$ cat config.mk
export PLATFORM = sky130hd
export DESIGN_NAME = byte_budget_lru_cache_directory
export DESIGN_NICKNAME = d
export VERILOG_FILES = /design/src/hdl/bblc_pkg.sv /design/src/hdl/byte_budget_lru_cache_directory.sv
export SDC_FILE = /design/constraint.sdc
export NUM_CORES = 2
export LEC_CHECK = 0
export BUFFER_PORTS_ARGS = -buffer_cell sky130_fd_sc_hd__clkbuf_2
export CAP_MARGIN = 20
export CORE_ASPECT_RATIO = 0.9
export CORE_MARGIN = 2
export CORE_UTILIZATION = 58
export CTS_BUF_LIST = sky130_fd_sc_hd__clkbuf_4
export CTS_CLUSTER_DIAMETER = 150
export DETAILED_ROUTE_END_ITERATION = 10
export GPL_TIMING_DRIVEN = 0
export PLACE_DENSITY_LB_ADDON = 0.3
export SYNTH_ARGS = -nofsm -noshare
export SYNTH_HDL_FRONTEND = slang
export SYNTH_SLANG_ARGS = --single-unit
$ cat constraint.sdc
create_clock -name clk -period 10.9 [get_ports clk]
set_input_delay 3.27 -clock clk [delete_from_list [all_inputs] [get_ports clk]]
set_output_delay 3.27 -clock clk [all_outputs]
set_load 0.03 [all_outputs]
$ cat src/hdl/bblc_pkg.sv
// Package with the shared codes and widths of the byte budget cache directory.
package bblc_pkg;
  localparam int unsigned ENTRIES = 16;
  localparam int unsigned IDX_W = 4;
  localparam int unsigned CNT_W = 5;
  localparam logic [31:0] BUDGET_RESET = 32'd268435456;

  localparam logic [2:0] OP_GET = 3'd0;
  localparam logic [2:0] OP_PUT = 3'd1;
  localparam logic [2:0] OP_REMOVE = 3'd2;
  localparam logic [2:0] OP_CLEAR = 3'd3;
  localparam logic [2:0] OP_TRIM = 3'd4;
  localparam logic [2:0] OP_STATS = 3'd5;

  typedef struct packed {
    logic [31:0] tag;
    logic [31:0] size;
    logic [31:0] stamp;
    logic [31:0] uses;
  } entry_t;

  function automatic logic [31:0] sat_inc(input logic [31:0] v);
    sat_inc = (v == 32'hFFFF_FFFF) ? v : v + 32'd1;
  endfunction
endpackage

$ cat src/hdl/byte_budget_lru_cache_directory.sv
// Top level of the byte budget LRU cache directory.
// Usage: items (in_op, in_item_tag, in_item_bytes) enter on a valid/ready
// channel; one result leaves per item on the out_ valid/ready channel.
// cfg_we with cfg_wdata writes the byte budget; write it only while idle.
// Entry records live in one synchronous memory of ENTRIES words, read one
// entry per cycle. A tag lookup and an LRU victim search each sweep the
// memory, and each eviction takes one victim search. Get and remove make
// one lookup sweep; clear, statistics reset and unused codes make none;
// trim evicts until the bytes in use fit the budget; a put that fits evicts
// until it fits, looks up its tag and evicts once more if the table is full;
// a put larger than the budget evicts every entry. One item is worked on
// at a time; the next item is accepted the cycle after the result is taken.
// After reset all entries are invalid (valid bits in flip-flops), the
// counters are zero and the budget is 268435456; no clearing pass is needed.
// The result sits in an output register; while the receiver stalls, the
// block holds it and the next item waits until the result is taken.
module byte_budget_lru_cache_directory (
  input  logic        clk,
  input  logic        rst_n,
  input  logic        in_valid,
  output logic        in_ready,
  input  logic [2:0]  in_op,
  input  logic [31:0] in_item_tag,
  input  logic [31:0] in_item_bytes,
  output logic        out_valid,
  input  logic        out_ready,
  output logic        out_ok,
  output logic [3:0]  out_slot,
  output logic [31:0] out_uses,
  output logic [31:0] out_bytes_in_use,
  output logic [4:0]  out_entries_in_use,
  output logic [31:0] out_hits,
  output logic [31:0] out_misses,
  output logic [31:0] out_evictions,
  output logic [4:0]  out_evicted_now,
  input  logic        cfg_we,
  input  logic [31:0] cfg_wdata
);
  localparam logic [2:0] ST_IDLE = 3'd0;
  localparam logic [2:0] ST_EVSCAN = 3'd1;  // victim search for budget/full/trim
  localparam logic [2:0] ST_LOOK = 3'd2;    // tag lookup sweep
  localparam logic [2:0] ST_FIN = 3'd3;     // write back and result
  localparam logic [2:0] ST_OUT = 3'd4;

  localparam logic [1:0] EV_BUDGET = 2'd0;  // put: evict until fits
  localparam logic [1:0] EV_FULL = 2'd1;    // put: evict when table full
  localparam logic [1:0] EV_TRIM = 2'd2;

  bblc_pkg::entry_t mem [bblc_pkg::ENTRIES];
  bblc_pkg::entry_t rd_q;
  logic we;
  logic [bblc_pkg::IDX_W-1:0] wa, ra;
  bblc_pkg::entry_t wd;

  logic [2:0] state_r, state_nxt;
  logic [1:0] evmode_r, evmode_nxt;
  logic [bblc_pkg::ENTRIES-1:0] valid_r, valid_nxt;
  logic [31:0] budget_r, used_r, used_nxt, clock_r, clock_nxt;
  logic [31:0] hits_r, hits_nxt, miss_r, miss_nxt, evt_r, evt_nxt;
  logic [2:0] op_r, op_nxt;
  logic [31:0] tag_r, tag_nxt, bytes_r, bytes_nxt;
  logic [bblc_pkg::CNT_W-1:0] scan_r, scan_nxt;   // read address counter
  logic rdv_r, rdv_nxt;                           // read data valid
  logic [bblc_pkg::IDX_W-1:0] rdi_r, rdi_nxt;     // index of read data
  logic fnd_r, fnd_nxt;
  logic [bblc_pkg::IDX_W-1:0] fi_r, fi_nxt;
  logic [31:0] fstamp_r, fstamp_nxt, fsize_r, fsize_nxt, fuses_r, fuses_nxt;
  logic [bblc_pkg::CNT_W-1:0] evn_r, evn_nxt;
  logic ovalid_r, ovalid_nxt, ook_r, ook_nxt;
  logic [3:0] oslot_r, oslot_nxt;
  logic [31:0] ouses_r, ouses_nxt;

  logic [bblc_pkg::CNT_W-1:0] cnt;
  logic [bblc_pkg::IDX_W-1:0] free_idx;
  logic [32:0] need;
  logic [32:0] sum_w;
  logic [31:0] used_drop;

  always_ff @(posedge clk) begin
    if (we) begin
      mem[wa] <= wd;
    end
    rd_q <= mem[ra];
  end

  always_comb begin
    cnt = '0;
    free_idx = '0;
    for (int i = bblc_pkg::ENTRIES - 1; i >= 0; i--) begin
      if (!valid_r[i]) begin
        free_idx = bblc_pkg::IDX_W'(i);
      end
    end
    for (int i = 0; i < bblc_pkg::ENTRIES; i++) begin
      cnt = cnt + bblc_pkg::CNT_W'(valid_r[i]);
    end
  end

  assign in_ready = (state_r == ST_IDLE) && !ovalid_r;
  assign out_valid = ovalid_r;
  assign out_ok = ook_r;
  assign out_slot = oslot_r;
  assign out_uses = ouses_r;
  assign out_bytes_in_use = used_r;
  assign out_entries_in_use = cnt;
  assign out_hits = hits_r;
  assign out_misses = miss_r;
  assign out_evictions = evt_r;
  assign out_evicted_now = evn_r;

  always_comb begin
    need = {1'b0, used_r} + {1'b0, bytes_r};
    sum_w = need;
    used_drop = (fsize_r <= used_r) ? used_r - fsize_r : 32'd0;
  end

  always_comb begin
    state_nxt = state_r;
    evmode_nxt = evmode_r;
    valid_nxt = valid_r;
    used_nxt = used_r;
    clock_nxt = clock_r;
    hits_nxt = hits_r;
    miss_nxt = miss_r;
    evt_nxt = evt_r;
    op_nxt = op_r;
    tag_nxt = tag_r;
    bytes_nxt = bytes_r;
    scan_nxt = scan_r;
    rdv_nxt = 1'b0;
    rdi_nxt = scan_r[bblc_pkg::IDX_W-1:0];
    fnd_nxt = fnd_r;
    fi_nxt = fi_r;
    fstamp_nxt = fstamp_r;
    fsize_nxt = fsize_r;
    fuses_nxt = fuses_r;
    evn_nxt = evn_r;
    ovalid_nxt = ovalid_r;
    ook_nxt = ook_r;
    oslot_nxt = oslot_r;
    ouses_nxt = ouses_r;
    we = 1'b0;
    wa = fi_r;
    wd = '0;
    ra = scan_r[bblc_pkg::IDX_W-1:0];

    if (ovalid_r && out_ready) begin
      ovalid_nxt = 1'b0;
    end

    unique case (state_r)
      ST_IDLE: begin
        if (in_valid && in_ready) begin
          op_nxt = in_op;
          tag_nxt = in_item_tag;
          bytes_nxt = in_item_bytes;
          evn_nxt = '0;
          scan_nxt = '0;
          fnd_nxt = 1'b0;
          ook_nxt = 1'b0;
          oslot_nxt = '0;
          ouses_nxt = '0;
          unique case (in_op)
            bblc_pkg::OP_GET, bblc_pkg::OP_REMOVE: state_nxt = ST_LOOK;
            bblc_pkg::OP_PUT: begin
              evmode_nxt = EV_BUDGET;
              state_nxt = ST_EVSCAN;
            end
            bblc_pkg::OP_TRIM: begin
              evmode_nxt = EV_TRIM;
              state_nxt = ST_EVSCAN;
            end
            default: state_nxt = ST_FIN;
          endcase
        end
      end

      ST_EVSCAN: begin
        // At scan start decide whether another eviction is needed.
        if (scan_r == '0 && !rdv_r && !fnd_r) begin
          priority if (cnt == '0) begin
            state_nxt = (evmode_r == EV_BUDGET) ? ST_LOOK : ST_FIN;
          end else if (evmode_r == EV_BUDGET && need <= {1'b0, budget_r}) begin
            state_nxt = ST_LOOK;
          end else if (evmode_r == EV_TRIM && used_r <= budget_r) begin
            state_nxt = ST_FIN;
          end else if (evmode_r == EV_FULL && cnt < bblc_pkg::CNT_W'(bblc_pkg::ENTRIES)) begin
            state_nxt = ST_FIN;
          end else begin
            scan_nxt = scan_r + 1'b1;
            rdv_nxt = 1'b1;
          end
          if (state_nxt != ST_EVSCAN && evmode_r == EV_BUDGET) begin
            scan_nxt = '0;
            fnd_nxt = 1'b0;
            if (bytes_r > budget_r) begin
              state_nxt = ST_FIN;
            end
          end
        end else begin
          if (rdv_r && valid_r[rdi_r] && (!fnd_r || rd_q.stamp < fstamp_r)) begin
            fnd_nxt = 1'b1;
            fi_nxt = rdi_r;
            fstamp_nxt = rd_q.stamp;
            fsize_nxt = rd_q.size;
          end
          if (scan_r < bblc_pkg::CNT_W'(bblc_pkg::ENTRIES)) begin
            scan_nxt = scan_r + 1'b1;
            rdv_nxt = 1'b1;
          end else if (rdv_r) begin
            rdv_nxt = 1'b0;
          end else begin
            // Sweep done: evict the victim.
            valid_nxt[fi_r] = 1'b0;
            used_nxt = used_drop;
            evt_nxt = bblc_pkg::sat_inc(evt_r);
            evn_nxt = evn_r + 1'b1;
            scan_nxt = '0;
            fnd_nxt = 1'b0;
            if (evmode_r == EV_FULL) begin
              state_nxt = ST_FIN;
            end
          end
        end
      end

      ST_LOOK: begin
        if (rdv_r && !fnd_r && valid_r[rdi_r] && rd_q.tag == tag_r) begin
          fnd_nxt = 1'b1;
          fi_nxt = rdi_r;
          fsize_nxt = rd_q.size;
          fuses_nxt = rd_q.uses;
        end
        if (scan_r < bblc_pkg::CNT_W'(bblc_pkg::ENTRIES)) begin
          scan_nxt = scan_r + 1'b1;
          rdv_nxt = 1'b1;
        end else if (rdv_r) begin
          rdv_nxt = 1'b0;
        end else if (op_r == bblc_pkg::OP_PUT) begin
          if (fnd_r) begin
            valid_nxt[fi_r] = 1'b0;
            used_nxt = used_drop;
          end
          evmode_nxt = EV_FULL;
          scan_nxt = '0;
          fnd_nxt = 1'b0;
          state_nxt = ST_EVSCAN;
        end else begin
          state_nxt = ST_FIN;
        end
      end

      ST_FIN: begin
        unique case (op_r)
          bblc_pkg::OP_GET: begin
            if (fnd_r) begin
              we = 1'b1;
              wd.tag = tag_r;
              wd.size = fsize_r;
              wd.stamp = clock_r;
              wd.uses = bblc_pkg::sat_inc(fuses_r);
              clock_nxt = bblc_pkg::sat_inc(clock_r);
              hits_nxt = bblc_pkg::sat_inc(hits_r);
              ook_nxt = 1'b1;
              oslot_nxt = fi_r;
              ouses_nxt = bblc_pkg::sat_inc(fuses_r);
            end else begin
              miss_nxt = bblc_pkg::sat_inc(miss_r);
            end
          end
          bblc_pkg::OP_PUT: begin
            if (bytes_r <= budget_r && cnt < bblc_pkg::CNT_W'(bblc_pkg::ENTRIES)) begin
              we = 1'b1;
              wa = free_idx;
              wd.tag = tag_r;
              wd.size = bytes_r;
              wd.stamp = clock_r;
              wd.uses = 32'd1;
              valid_nxt[free_idx] = 1'b1;
              clock_nxt = bblc_pkg::sat_inc(clock_r);
              used_nxt = sum_w[32] ? 32'hFFFF_FFFF : sum_w[31:0];
              ook_nxt = 1'b1;
              oslot_nxt = free_idx;
              ouses_nxt = 32'd1;
            end
          end
          bblc_pkg::OP_REMOVE: begin
            if (fnd_r) begin
              valid_nxt[fi_r] = 1'b0;
              used_nxt = used_drop;
              ook_nxt = 1'b1;
              oslot_nxt = fi_r;
              ouses_nxt = fuses_r;
            end
          end
          bblc_pkg::OP_CLEAR: begin
            valid_nxt = '0;
            used_nxt = '0;
          end
          bblc_pkg::OP_STATS: begin
            hits_nxt = '0;
            miss_nxt = '0;
            evt_nxt = '0;
          end
          default: ;
        endcase
        state_nxt = ST_OUT;
      end

      ST_OUT: begin
        ovalid_nxt = 1'b1;
        state_nxt = ST_IDLE;
      end

      default: state_nxt = ST_IDLE;
    endcase
  end

  always_ff @(posedge clk) begin
    if (!rst_n) begin
      state_r <= ST_IDLE;
      valid_r <= '0;
      budget_r <= bblc_pkg::BUDGET_RESET;
      used_r <= '0;
      clock_r <= '0;
      hits_r <= '0;
      miss_r <= '0;
      evt_r <= '0;
      ovalid_r <= 1'b0;
      rdv_r <= 1'b0;
      scan_r <= '0;
      fnd_r <= 1'b0;
      evn_r <= '0;
      evmode_r <= EV_BUDGET;
    end else begin
      state_r <= state_nxt;
      valid_r <= valid_nxt;
      budget_r <= cfg_we ? cfg_wdata : budget_r;
      used_r <= used_nxt;
      clock_r <= clock_nxt;
      hits_r <= hits_nxt;
      miss_r <= miss_nxt;
      evt_r <= evt_nxt;
      ovalid_r <= ovalid_nxt;
      rdv_r <= rdv_nxt;
      scan_r <= scan_nxt;
      fnd_r <= fnd_nxt;
      evn_r <= evn_nxt;
      evmode_r <= evmode_nxt;
    end
  end

  always_ff @(posedge clk) begin
    op_r <= op_nxt;
    tag_r <= tag_nxt;
    bytes_r <= bytes_nxt;
    rdi_r <= rdi_nxt;
    fi_r <= fi_nxt;
    fstamp_r <= fstamp_nxt;
    fsize_r <= fsize_nxt;
    fuses_r <= fuses_nxt;
    ook_r <= ook_nxt;
    oslot_r <= oslot_nxt;
    ouses_r <= ouses_nxt;
  end
endmodule

==> metrics.txt <==
status finished clean; clk slew on worst S/H paths 0.08 ns; type of origin of the critical path flip-flop; critical-path cell list inv_1 -> fa_1 -> fa_1 -> fa_1 -> fa_1 -> inv_1 -> ha_1 -> inv_1 -> fa_1 -> nor2b_1 -> o21ai_2 -> inv_1 -> clkbuf_2; layout cells sized above 1 28.8%; P per Cell Area 179 nW/um2; top layer in use met5; Int Power 16100 uW; Sequential Power Share 50.5%; pin count of the biggest net entering global routing 33; Vias 64.1k; CP arrival 5.56 ns; final setup vio count 0; yosys warns 0; CP endpoint kind output port; GRT Overall Usage 30.9%; DR WL met3 32800 um; setup TNS 0 ns; Yosys top cell area share 63.6%; Slew HR 20.4%; number of detailed-route iterations in the first pass 7; WP depth 13; CP startpoint valid_r[5]; endpoints failing hold 0; top_reg_cell synth edfxtp_1; number of enable flip-flop cells after synthesis 2252; Tightest Pin Transition 1.19 ns; hold path start scan_r[3]; P_sw 5750 uW; CP max-delay cell fa_1; Clock Path Buffers 4; Final ANT Viol Nets 0; CP Buf/Inv Count 5; htree depth 6; row count 149; switching share of power 26.3%; WL met2 136000 um; die area 187000 um2; R2R depth 20; Metal-1 WL 110000 um; flop-to-flop setup slack 3.94 ns; initial antenna violation count 7; global-route wire length before repair 416000 um; Final period util 81.0%; Residual DRC 0; HPWL after detailed placement 194000 um; min-delay worst type flip-flop to flip-flop; R2R Path End mem[9][108]; Initial Util 58.2%; most frequent cells in the layout edfxtp_1 (2252), clkbuf_4 (970), mux4_2 (645); WS Path Type flip-flop to output port; Die X 455 um; Synth Register Bits 2610; layout net count 7470; IO Pins 281; sequential area share after synthesis 70.3%; Layout fillers 11.9k; Slew Viols, Final 0; Reg2Reg Launch Point valid_r[5]; Final GP Congestion 0.970; WP data required 7.63 ns; CTS tree done; Worst IR Drop VDD 0.123 mV; clk sinks 2610; Area Overhead vs Synth 15.2%; maximum fanout along the worst path 6; I/O Buffers 279; CTS root buffer clkbuf_4; synthesized area 106000 um2; Initial DRC Count 8531; critical path's largest stage delay 0.60 ns; post-CTS setup buffer count 0; drt wl/cell 28.9 um; Peak Freq 113 MHz; largest area contributor in the netlist edfxtp_1; cell mode on critical path fa_1; vias in the first global route 63.4k; Post-CTS Resized 0; Post-Syn Instances 6036; Post-Route WL 291000 um; grt ovf 0; Clock Skew 0.123 ns; clk_lat worst skew 1.50 ns; Crit path max-delay family adder cells; Worst Hold Slack 0.353 ns; syn_nets 6357; Num CTS Buffers 645; number of vias per cell 6.36; Die Ht 410 um; Async S/R FF share, synth 0%; cts hold-fix bufs 0; Comb pwr share 12.3%; top cells by area, synth edfxtp_1 (64%), mux4_2 (14%), dfxtp_1 (6.7%); Mapped Avg Cell Area 17.6 um2; clock share of power 37.2%; RSZ-0062 raised after global routing no; max-cap viol count 0; Placeable Area 183000 um2; minimum clock period 8.83 ns; Distinct cells, synth 92; commonest non-fill, non-tap cell in the layout edfxtp_1; Worst Setup EP out_entries_in_use[4]; LEAKAGE 0.0399 uW
[cell usage after synthesis (11+ instances only)]
cell type     n
a21oi_1     213
inv_1       165
buf_2        14
nor4_1       26
fa_1         12
and4_1       22
a21o_1       56
and2_1       75
xnor2_1     111
mux2i_1      36
edfxtp_1   2252
o31ai_1      13
o21ai_0     174
a211oi_1     14
dfxtp_1     358
nor2_1      395
nand2_1     200
nand3_1     111
a22oi_1      59
o21bai_1     11
xor2_1      123
nor3_1       70
nor2b_1      25
a31oi_1      32
ha_1        205
o211ai_1     22
clkbuf_1    209
nand2b_1     27
or3_1        27
and3_1       47
buf_1        48
mux4_2      645
nand4_1      71
o21a_1       21
[metal layers]
metal / vias up / track usage, %
met5: - / 0
met2: 4267 / 47.5
met1: 32300 / 42.7
met3: 658 / 7.18
met4: 4 / 13.8
li1: 26800 / -
[metrics by stage]
stage | utilization (%) | setup slack [ns] | power, uW | instance area (um2) | cells
global placement | 60.6 | -7.17 | 13700 | 111000 | 8731
finish | 67.1 | 2.07 | 21900 | 123000 | 10100
CTS | 66.7 | 2.04 | 21800 | 122000 | 10000
global route | 67.0 | 1.91 | 22600 | 122000 | 10100
floorplan | - | 0.919 | 12800 | 106000 | 6036
detailed placement | 62.2 | 3.54 | 13800 | 114000 | 8872
[final cells by class]
type                    instances  area, um2  share of cell area [%]
diodes                         17       42.5                  0.0347
plain buffers                 275       1070                   0.872
clock buffers                 970       7280                    5.94
clock inverters               166        867                   0.708
inverters                     165        619                   0.506
multi-input cells            2986      30000                    24.5
flip-flops and latches       2610      74800                    61.1
well taps                    2416       3020                    2.47
repair buffers                466       4810                    3.93
[cell families after synthesis]
logic type,Yosys count,synth area share [%]
XOR/XNOR,234,1.93
multiplexers,684,14.0
AND/OR/NAND/NOR,1130,5.18
buffers and inverters,440,1.58
AO/OA/AOI/OAI,721,4.30
flip-flops,2610,70.3
adder cells (fa/ha/maj),217,2.64
[worst reg2reg max path: cells and delay by family, from the launching register on]
| family | cells | cell delay (ns) |
|---|---|---|
| simple gates | 5 | 1.39 |
| buf+inv | 7 | 1.76 |
| fa+ha+maj | 6 | 2.43 |
| compound gates | 2 | 0.48 |
| flops | 1 | 0.52 |
[power groups by stage]
stage | registers [uW] | logic [uW] | clock network, uW
2_1_floorplan | 11300 | 1570 | 0
3_3_place_gp | 11300 | 2440 | 0
3_5_place_dp | 11300 | 2560 | 0
4_1_cts | 11000 | 2570 | 8230
5_1_grt | 11100 | 2840 | 8750
6_report | 11100 | 2680 | 8140
[worst min path at each step]
stage               end  slack [ns]  depth (start not counted)
6_report       rdi_r[3]        0.35                          0
3_5_place_dp   rdi_r[3]        0.34                          0
4_1_cts        rdi_r[3]        0.35                          0
5_1_grt        rdi_r[3]        0.36                          0
2_1_floorplan  rdi_r[2]        0.33                          0
3_3_place_gp   rdi_r[2]        0.33                          0
[registers in the layout, summed over array words and instances (netlist names), 5 cells and up]
register,flops
mem,2048
rd_q,128
budget_r,32
bytes_r,32
clock_r,32
fsize_r,32
fstamp_r,32
fuses_r,32
out_bytes_in_use,32
out_evictions,32
out_hits,32
out_misses,32
out_uses,32
tag_r,32
valid_r,16
out_evicted_now,5
scan_r,5
Power figures use the tool's default switching activity.
